## src/rtl/ebts_pkg.sv

```systemverilog
// ----------------------------------------------------------------------------
// ebts_pkg
// Shared constants and types for the encoder and button tick sampler.
// ----------------------------------------------------------------------------
package ebts_pkg;

    localparam int unsigned NUM_ENCODERS = 2;
    localparam int unsigned NUM_BUTTONS  = 3;
    localparam int unsigned ENC_SLOTS    = 2;
    localparam int unsigned BTN_SLOTS    = 3;

    localparam int unsigned DEB_W = 10;
    localparam int unsigned CNT_W = 11;
    localparam int unsigned PER_W = 16;
    localparam int unsigned IDX_W = 2;
    localparam int unsigned CFG_W = 16;

    localparam logic [DEB_W-1:0] DEBOUNCE_RESET = DEB_W'(10);
    localparam logic [PER_W-1:0] DISPLAY_RESET  = PER_W'(10);
    localparam logic [PER_W-1:0] MOTION_RESET   = PER_W'(20);

    typedef enum logic [IDX_W-1:0] {
        REG_DEBOUNCE = 2'd0,
        REG_DISPLAY  = 2'd1,
        REG_MOTION   = 2'd2
    } t_reg_idx;

    typedef struct packed {
        logic right;
        logic left;
    } t_enc_flags;

    typedef struct packed {
        logic pressed;
        logic released;
    } t_btn_flags;

endpackage

```

## src/rtl/ebts_enc_lane.sv

```systemverilog
// ----------------------------------------------------------------------------
// ebts_enc_lane
// One quadrature encoder lane: keeps the previous A/B pair and flags steps.
// ----------------------------------------------------------------------------
module ebts_enc_lane
    import ebts_pkg::*;
(
    input  logic       i_clk,
    input  logic       i_rst_n,
    input  logic       i_accept,
    input  logic       i_primed,
    input  logic [1:0] i_pins,
    output t_enc_flags o_flags
);

    logic [1:0] r_prev;
    logic       pa;
    logic       pb;
    t_enc_flags flags;

    assign pa = r_prev[1];
    assign pb = r_prev[0];

    always_comb begin
        flags = '0;
        if (i_primed && (i_pins != r_prev)) begin
            case (i_pins)
                2'b00: begin
                    flags.right = pb;
                    flags.left  = pa;
                end
                2'b01: begin
                    flags.right = pa;
                    flags.left  = !pb;
                end
                2'b10: begin
                    flags.right = !pa;
                    flags.left  = pb;
                end
                default: begin
                    flags.right = !pb;
                    flags.left  = !pa;
                end
            endcase
        end
    end

    assign o_flags = flags;

    always_ff @(posedge i_clk) begin
        if (!i_rst_n) begin
            r_prev <= '0;
        end else if (i_accept) begin
            r_prev <= i_pins;
        end
    end

endmodule

```

## src/rtl/ebts_btn_lane.sv

```systemverilog
// ----------------------------------------------------------------------------
// ebts_btn_lane
// One button lane: debounce counter with press and release detection.
// ----------------------------------------------------------------------------
module ebts_btn_lane
    import ebts_pkg::*;
(
    input  logic             i_clk,
    input  logic             i_rst_n,
    input  logic             i_accept,
    input  logic             i_pin,
    input  logic [DEB_W-1:0] i_threshold,
    output t_btn_flags       o_flags
);

    logic [CNT_W-1:0] r_count;
    logic [CNT_W-1:0] n_count;
    logic [CNT_W-1:0] thr;
    logic [CNT_W-1:0] thr_plus;
    logic             down;
    t_btn_flags       flags;

    assign down     = !i_pin;
    assign thr      = CNT_W'(i_threshold);
    assign thr_plus = thr + CNT_W'(1);

    always_comb begin
        n_count = r_count;
        flags   = '0;
        if (down) begin
            if (r_count < thr) begin
                n_count = r_count + CNT_W'(1);
            end else if (r_count == thr) begin
                n_count       = r_count + CNT_W'(1);
                flags.pressed = 1'b1;
            end
        end else begin
            flags.released = (r_count == thr_plus);
            n_count        = '0;
        end
    end

    assign o_flags = flags;

    always_ff @(posedge i_clk) begin
        if (!i_rst_n) begin
            r_count <= '0;
        end else if (i_accept) begin
            r_count <= n_count;
        end
    end

endmodule

```

## src/rtl/ebts_period.sv

```systemverilog
// ----------------------------------------------------------------------------
// ebts_period
// Period counter: pulses once every period plus one ticks.
// ----------------------------------------------------------------------------
module ebts_period
    import ebts_pkg::*;
(
    input  logic             i_clk,
    input  logic             i_rst_n,
    input  logic             i_accept,
    input  logic [PER_W-1:0] i_period,
    output logic             o_pulse
);

    logic [PER_W-1:0] r_count;
    logic [PER_W-1:0] n_count;

    always_comb begin
        if (r_count < i_period) begin
            n_count = r_count + PER_W'(1);
            o_pulse = 1'b0;
        end else begin
            n_count = '0;
            o_pulse = 1'b1;
        end
    end

    always_ff @(posedge i_clk) begin
        if (!i_rst_n) begin
            r_count <= '0;
        end else if (i_accept) begin
            r_count <= n_count;
        end
    end

endmodule

```

## src/rtl/encoder_button_tick_sampler.sv

```systemverilog
// result word: registered from an accepted input word, valid in the cycle after
// throughput: one word per cycle while the output is not stalled, set by the single result register
// every lane updates its state in the cycle the word is accepted
// synchronous active-low reset clears lane state, counters and result valid
// registers return to debounce 10, display period 10, motion period 20
// ----------------------------------------------------------------------------
// encoder_button_tick_sampler
// Encoder and button lanes run side by side; flags are merged into one word.
// ----------------------------------------------------------------------------
module encoder_button_tick_sampler
    import ebts_pkg::*;
(
    input  logic             i_clk,
    input  logic             i_rst_n,
    input  logic             i_cfg_valid,
    output logic             o_cfg_ready,
    input  logic [IDX_W-1:0] i_cfg_index,
    input  logic [CFG_W-1:0] i_cfg_data,
    input  logic             i_in_valid,
    output logic             o_in_ready,
    input  logic             i_enc0_pin_a,
    input  logic             i_enc0_pin_b,
    input  logic             i_enc1_pin_a,
    input  logic             i_enc1_pin_b,
    input  logic [2:0]       i_button_pins,
    output logic             o_out_valid,
    input  logic             i_out_ready,
    output logic [1:0]       o_rotated_right,
    output logic [1:0]       o_rotated_left,
    output logic [2:0]       o_button_pressed_events,
    output logic [2:0]       o_button_released_events,
    output logic             o_display_pulse,
    output logic             o_motion_pulse
);

    logic [DEB_W-1:0] r_debounce;
    logic [PER_W-1:0] r_disp_period;
    logic [PER_W-1:0] r_motion_period;
    logic             r_primed;
    logic             accept;
    logic [1:0]       enc_pins [ENC_SLOTS];
    t_enc_flags       enc_flags [ENC_SLOTS];
    t_btn_flags       btn_flags [BTN_SLOTS];
    logic [1:0]       n_right;
    logic [1:0]       n_left;
    logic [2:0]       n_pressed;
    logic [2:0]       n_released;
    logic             disp_pulse;
    logic             motion_pulse;

    logic             r_out_valid;
    logic [1:0]       r_right;
    logic [1:0]       r_left;
    logic [2:0]       r_pressed;
    logic [2:0]       r_released;
    logic             r_disp;
    logic             r_motion;

    // configuration
    assign o_cfg_ready = 1'b1;

    always_ff @(posedge i_clk) begin
        if (!i_rst_n) begin
            r_debounce      <= DEBOUNCE_RESET;
            r_disp_period   <= DISPLAY_RESET;
            r_motion_period <= MOTION_RESET;
        end else if (i_cfg_valid) begin
            case (i_cfg_index)
                REG_DEBOUNCE: r_debounce      <= i_cfg_data[DEB_W-1:0];
                REG_DISPLAY:  r_disp_period   <= i_cfg_data;
                REG_MOTION:   r_motion_period <= i_cfg_data;
                default: ;
            endcase
        end
    end

    assign o_in_ready = !r_out_valid || i_out_ready;
    assign accept     = i_in_valid && o_in_ready;

    always_ff @(posedge i_clk) begin
        if (!i_rst_n) begin
            r_primed <= 1'b0;
        end else if (accept) begin
            r_primed <= 1'b1;
        end
    end

    assign enc_pins[0] = {i_enc0_pin_a, i_enc0_pin_b};
    assign enc_pins[1] = {i_enc1_pin_a, i_enc1_pin_b};

    // encoder lanes
    for (genvar g = 0; g < ENC_SLOTS; g++) begin : g_enc
        if (g < NUM_ENCODERS) begin : g_used
            ebts_enc_lane u_lane (
                .i_clk    (i_clk),
                .i_rst_n  (i_rst_n),
                .i_accept (accept),
                .i_primed (r_primed),
                .i_pins   (enc_pins[g]),
                .o_flags  (enc_flags[g])
            );
        end else begin : g_unused
            assign enc_flags[g] = '0;
        end
    end

    // button lanes
    for (genvar g = 0; g < BTN_SLOTS; g++) begin : g_btn
        if (g < NUM_BUTTONS) begin : g_used
            ebts_btn_lane u_lane (
                .i_clk       (i_clk),
                .i_rst_n     (i_rst_n),
                .i_accept    (accept),
                .i_pin       (i_button_pins[g]),
                .i_threshold (r_debounce),
                .o_flags     (btn_flags[g])
            );
        end else begin : g_unused
            assign btn_flags[g] = '0;
        end
    end

    ebts_period u_disp (
        .i_clk    (i_clk),
        .i_rst_n  (i_rst_n),
        .i_accept (accept),
        .i_period (r_disp_period),
        .o_pulse  (disp_pulse)
    );

    ebts_period u_motion (
        .i_clk    (i_clk),
        .i_rst_n  (i_rst_n),
        .i_accept (accept),
        .i_period (r_motion_period),
        .o_pulse  (motion_pulse)
    );

    // merge lane flags into one word
    always_comb begin
        for (int k = 0; k < ENC_SLOTS; k++) begin
            n_right[k] = enc_flags[k].right;
            n_left[k]  = enc_flags[k].left;
        end
        for (int k = 0; k < BTN_SLOTS; k++) begin
            n_pressed[k]  = btn_flags[k].pressed;
            n_released[k] = btn_flags[k].released;
        end
    end

    always_ff @(posedge i_clk) begin
        if (!i_rst_n) begin
            r_out_valid <= 1'b0;
        end else if (accept) begin
            r_out_valid <= 1'b1;
        end else if (i_out_ready) begin
            r_out_valid <= 1'b0;
        end
    end

    always_ff @(posedge i_clk) begin
        if (accept) begin
            r_right    <= n_right;
            r_left     <= n_left;
            r_pressed  <= n_pressed;
            r_released <= n_released;
            r_disp     <= disp_pulse;
            r_motion   <= motion_pulse;
        end
    end

    assign o_out_valid              = r_out_valid;
    assign o_rotated_right          = r_right;
    assign o_rotated_left           = r_left;
    assign o_button_pressed_events  = r_pressed;
    assign o_button_released_events = r_released;
    assign o_display_pulse          = r_disp;
    assign o_motion_pulse           = r_motion;

endmodule

```

## config.mk

```make
export PLATFORM = sky130hd
export DESIGN_NAME = encoder_button_tick_sampler
export DESIGN_NICKNAME = d
export VERILOG_FILES = /design/src/rtl/ebts_pkg.sv /design/src/rtl/ebts_enc_lane.sv /design/src/rtl/ebts_btn_lane.sv /design/src/rtl/ebts_period.sv /design/src/rtl/encoder_button_tick_sampler.sv
export SDC_FILE = /design/constraint.sdc
export NUM_CORES = 1
export LEC_CHECK = 0
export BUFFER_PORTS_ARGS = -buffer_cell sky130_fd_sc_hd__clkbuf_2
export CAP_MARGIN = 20
export CELL_PAD_IN_SITES_DETAIL_PLACEMENT = 1
export CELL_PAD_IN_SITES_GLOBAL_PLACEMENT = 1
export CORE_MARGIN = 2
export CORE_UTILIZATION = 42
export DETAILED_ROUTE_END_ITERATION = 16
export HOLD_SLACK_MARGIN = 0.03
export PLACE_DENSITY = 0.76
export SLEW_MARGIN = 0
export SYNTH_ARGS = -nofsm -noshare
export SYNTH_HDL_FRONTEND = slang
export SYNTH_SLANG_ARGS = --single-unit
export TNS_END_PERCENT = 50
```

## constraint.sdc

```tcl
create_clock -name i_clk -period 3.1 [get_ports i_clk]
set_clock_uncertainty 0.15 [all_clocks]
set_input_delay 0.31 -clock i_clk [delete_from_list [all_inputs] [get_ports i_clk]]
set_output_delay 0.31 -clock i_clk [all_outputs]
set_load 0.05 [all_outputs]
```

==> impl_metrics.csv <==
group,metric,value,unit
timing,finalCritPeriodShare,93.6,%
status,outcome,"finished, final reports clean",
timing,rsz0062_at_grt,"no",
timing,min_period,2.90,ns
timing,max_slew.worst_pin.slew,0.699,ns
logic_synthesis,synthTopCellsByCount,"nand2_1, dfxtp_1, a21oi_1",
pwr,powerDensity,472,nW/um^2
global_route,antenna_found_initial,0,
global_route,grt_pass1_vias,6983,
clocking,cts.clk_slew.worst_paths,0.07,ns
logic_synthesis,synthCells,911,
worst_hold_path,min_from,"i_cfg_data[8]",
placement,finalWeightedCongestion,0.878,
drt,drt-vias-per-instance,5.70,
pwr,power,0.00419,W
setup_path,ff2ff_setup_slack,0.20,ns
clocking,htreeDepth,4,
drt,wl,22.3,mm
run,cap_viol_max_count,0,
timing,fin_tns_setup,0,ns
floorplanning,num_rows,48,
pwr,p_leak,3.61,nW
timing,fmax,345,MHz
timing,relSlewSlack,53.4,%
final_layout,final_nets,1081,
floorplanning,die_width,138,um
logic_synthesis,avgSynthCellArea,8.26,sq um
logic_synthesis,synth-edff-count,12,
final_layout,drive_gt1_share,12.6,%
logic_synthesis,seq_area_frac_synth,34.9,%
floorplanning,core_area,17400,sq um
clocking,post_cts_buffers,0,
drt,drt_pass1_iterations,4,
logic_synthesis,synth_top_area_share,30.1,%
worst_hold_path,hp-class,"in2reg",
worst_hold_path,hold_path_depth,3,
setup_path,critPathKind,"reg2reg",
global_route,grt_pass1_wl,36.1,mm
logic_synthesis,syn_area,7520,sq um
drt,antenna_left,0,
placement,io_buffers,43,
clocking,root_buffer,"clkbuf_16",
clocking,clockBufferDepth,2,
final_layout,seqCellArea,2620,sq um
drt,drc,0,
global_route,grt_max_degree,60,
logic_synthesis,netlist-cell-type-count,74,
global_route,grt_overflow,0,
logic_synthesis,synth_nets,1007,
floorplanning,fp.dieArea,19000,sq um
timing,setup_viol,0,
clocking,cts_num_sinks,125,
logic_synthesis,synthFlopType,"dfxtp_1",
clocking,clock_latency,0.43,ns
logic_synthesis,yosysMostFrequentCell,"nand2_1",
drt,wl_per_cell,18.2,um
global_route,track_usage,24.4,%
setup_path,crit_path_end_kind,"flop",
setup_path,crit_start,"r_debounce[3]",
final_layout,multi_input_area,4510,sq um
floorplanning,die_h,138,um
setup_path,r2r_start,"r_debounce[3]",
logic_synthesis,yosysWarnings,0,
floorplanning,ios,45,
final_layout,fillers,2088,
logic_synthesis,synthTopCellsByArea,"dfxtp_1, ha_1, nand2_1",
clocking,numCtsBuffers,17,
floorplanning,initial_core_util,43.2,%
setup_path,start_kind,"flop",
pwr,ir_worst_vdd,0.375,mV
drt,vias,6980,
setup_path,r2r_cells,9,
drt,drt-initial-drc-count,339,
logic_synthesis,synth_top_area_cell,"dfxtp_1",
logic_synthesis,synth-seq-cells,125,
setup_path,crit_arrival,3.07,ns
placement,hpwl,15.8,mm
clocking,cts_tree,"yes",
timing,slew_viol_final,0,
logic_synthesis,ys_async_sr_fraction,0,%
final_layout,syn2layout_area_growth,17.9,%
setup_path,cp.required,3.26,ns
timing,hold_violations,0,
setup_path,worst-path-max-fanout,18,
==> final cells by class <==
type | instances | area share (%)
diodes | 1 | 0.0282
well taps | 225 | 3.17
clock buffers | 18 | 5.08
flip-flops and latches | 125 | 29.6
multi-input cells | 690 | 50.8
inverters | 54 | 2.28
repair buffers | 97 | 7.48
clock inverters | 14 | 1.61
==> state kept, by name, indices dropped and copies added (netlist names) <==
name / count
r_debounce: 10
g_btn.g_used.u_lane.r_count: 33
u_motion.r_count: 16
o_button_pressed_events: 3
u_disp.r_count: 16
g_enc.g_used.u_lane.r_prev: 4
r_disp_period: 16
o_motion_pulse: 1
r_motion_period: 16
o_display_pulse: 1
r_primed: 1
o_out_valid: 1
o_rotated_right: 2
o_rotated_left: 2
o_button_released_events: 3
==> final timing paths <==
kind,to
hold / removal,r_disp_period[8]
setup reg to reg,g_btn[2].g_used.u_lane.r_count[5]
setup / recovery,g_btn[2].g_used.u_lane.r_count[5]
hold reg to reg,r_motion_period[6]
==> layout by cell type (no fill, tap or decap), types with 12 or more instances in the layout <==
master / count
dlygate4sd3_1: 17
xor2_1: 41
dfxtp_1: 113
ha_1: 66
nand4_1: 33
nor2_1: 75
edfxtp_1: 12
buf_4: 37
clkbuf_2: 43
and3_1: 14
nand2_1: 118
o211ai_1: 19
clkbuf_16: 18
inv_1: 52
xnor2_1: 22
nand3_1: 33
o21ai_0: 27
a31oi_1: 12
a21oi_1: 85
==> kinds of logic after synthesis <==
group / after synthesis / share of synthesized area, %
flops: 125 / 34.9
simple gates: 356 / 23.8
other cells: 1 / 0.0498
mux: 5 / 0.698
fa+ha+maj: 66 / 11.0
compound gates: 197 / 16.4
buf+inv: 96 / 5.34
xor+xnor: 65 / 7.93
==> worst max-delay path: stages (launching register included) <==
cell,delay [ns]
dfxtp_1,0.42
inv_1,0.19
ha_1,0.32
nand4_1,0.10
or3_1,0.43
or3b_1,0.18
nand3_1,0.08
buf_4,0.21
or3b_1,0.44
o41ai_1,0.28
==> power by group <==
part	internal, W	switching, W	leakage, nW
Clock	0.00118	0.000855	0.293
Combinational	0.000153	0.000278	2.28
Sequential	0.00168	0.0000414	1.04
Total	0.00301	0.00117	3.61
==> routing by layer <==
layer  global-route usage (%)  routed length [um]
met1                     32.4               10500
met2                     40.1               10600
met3                     4.09                 756
met4                     8.22                 407
met5                        0                   0
==> stage by stage <==
stage	hold WS (ns)	area [sq um]	worst slack [ns]	cells	util, %
floorplan	0.284	7520	0.112	911	-
global placement	0.292	8110	0.324	1174	46.5
detailed placement	0.298	8110	0.237	1174	46.5
CTS	0.0375	8870	0.203	1223	50.9
global route	0.0571	8870	0.0227	1223	50.9
finish	0.0577	8870	0.199	1224	50.9
==> timing repair <==
item                      CTS  global route
hold buffers               17             0
resized for setup           0             0
hold endpoints to repair   29             0
Note: power is estimated with default switching activity, not from simulation.
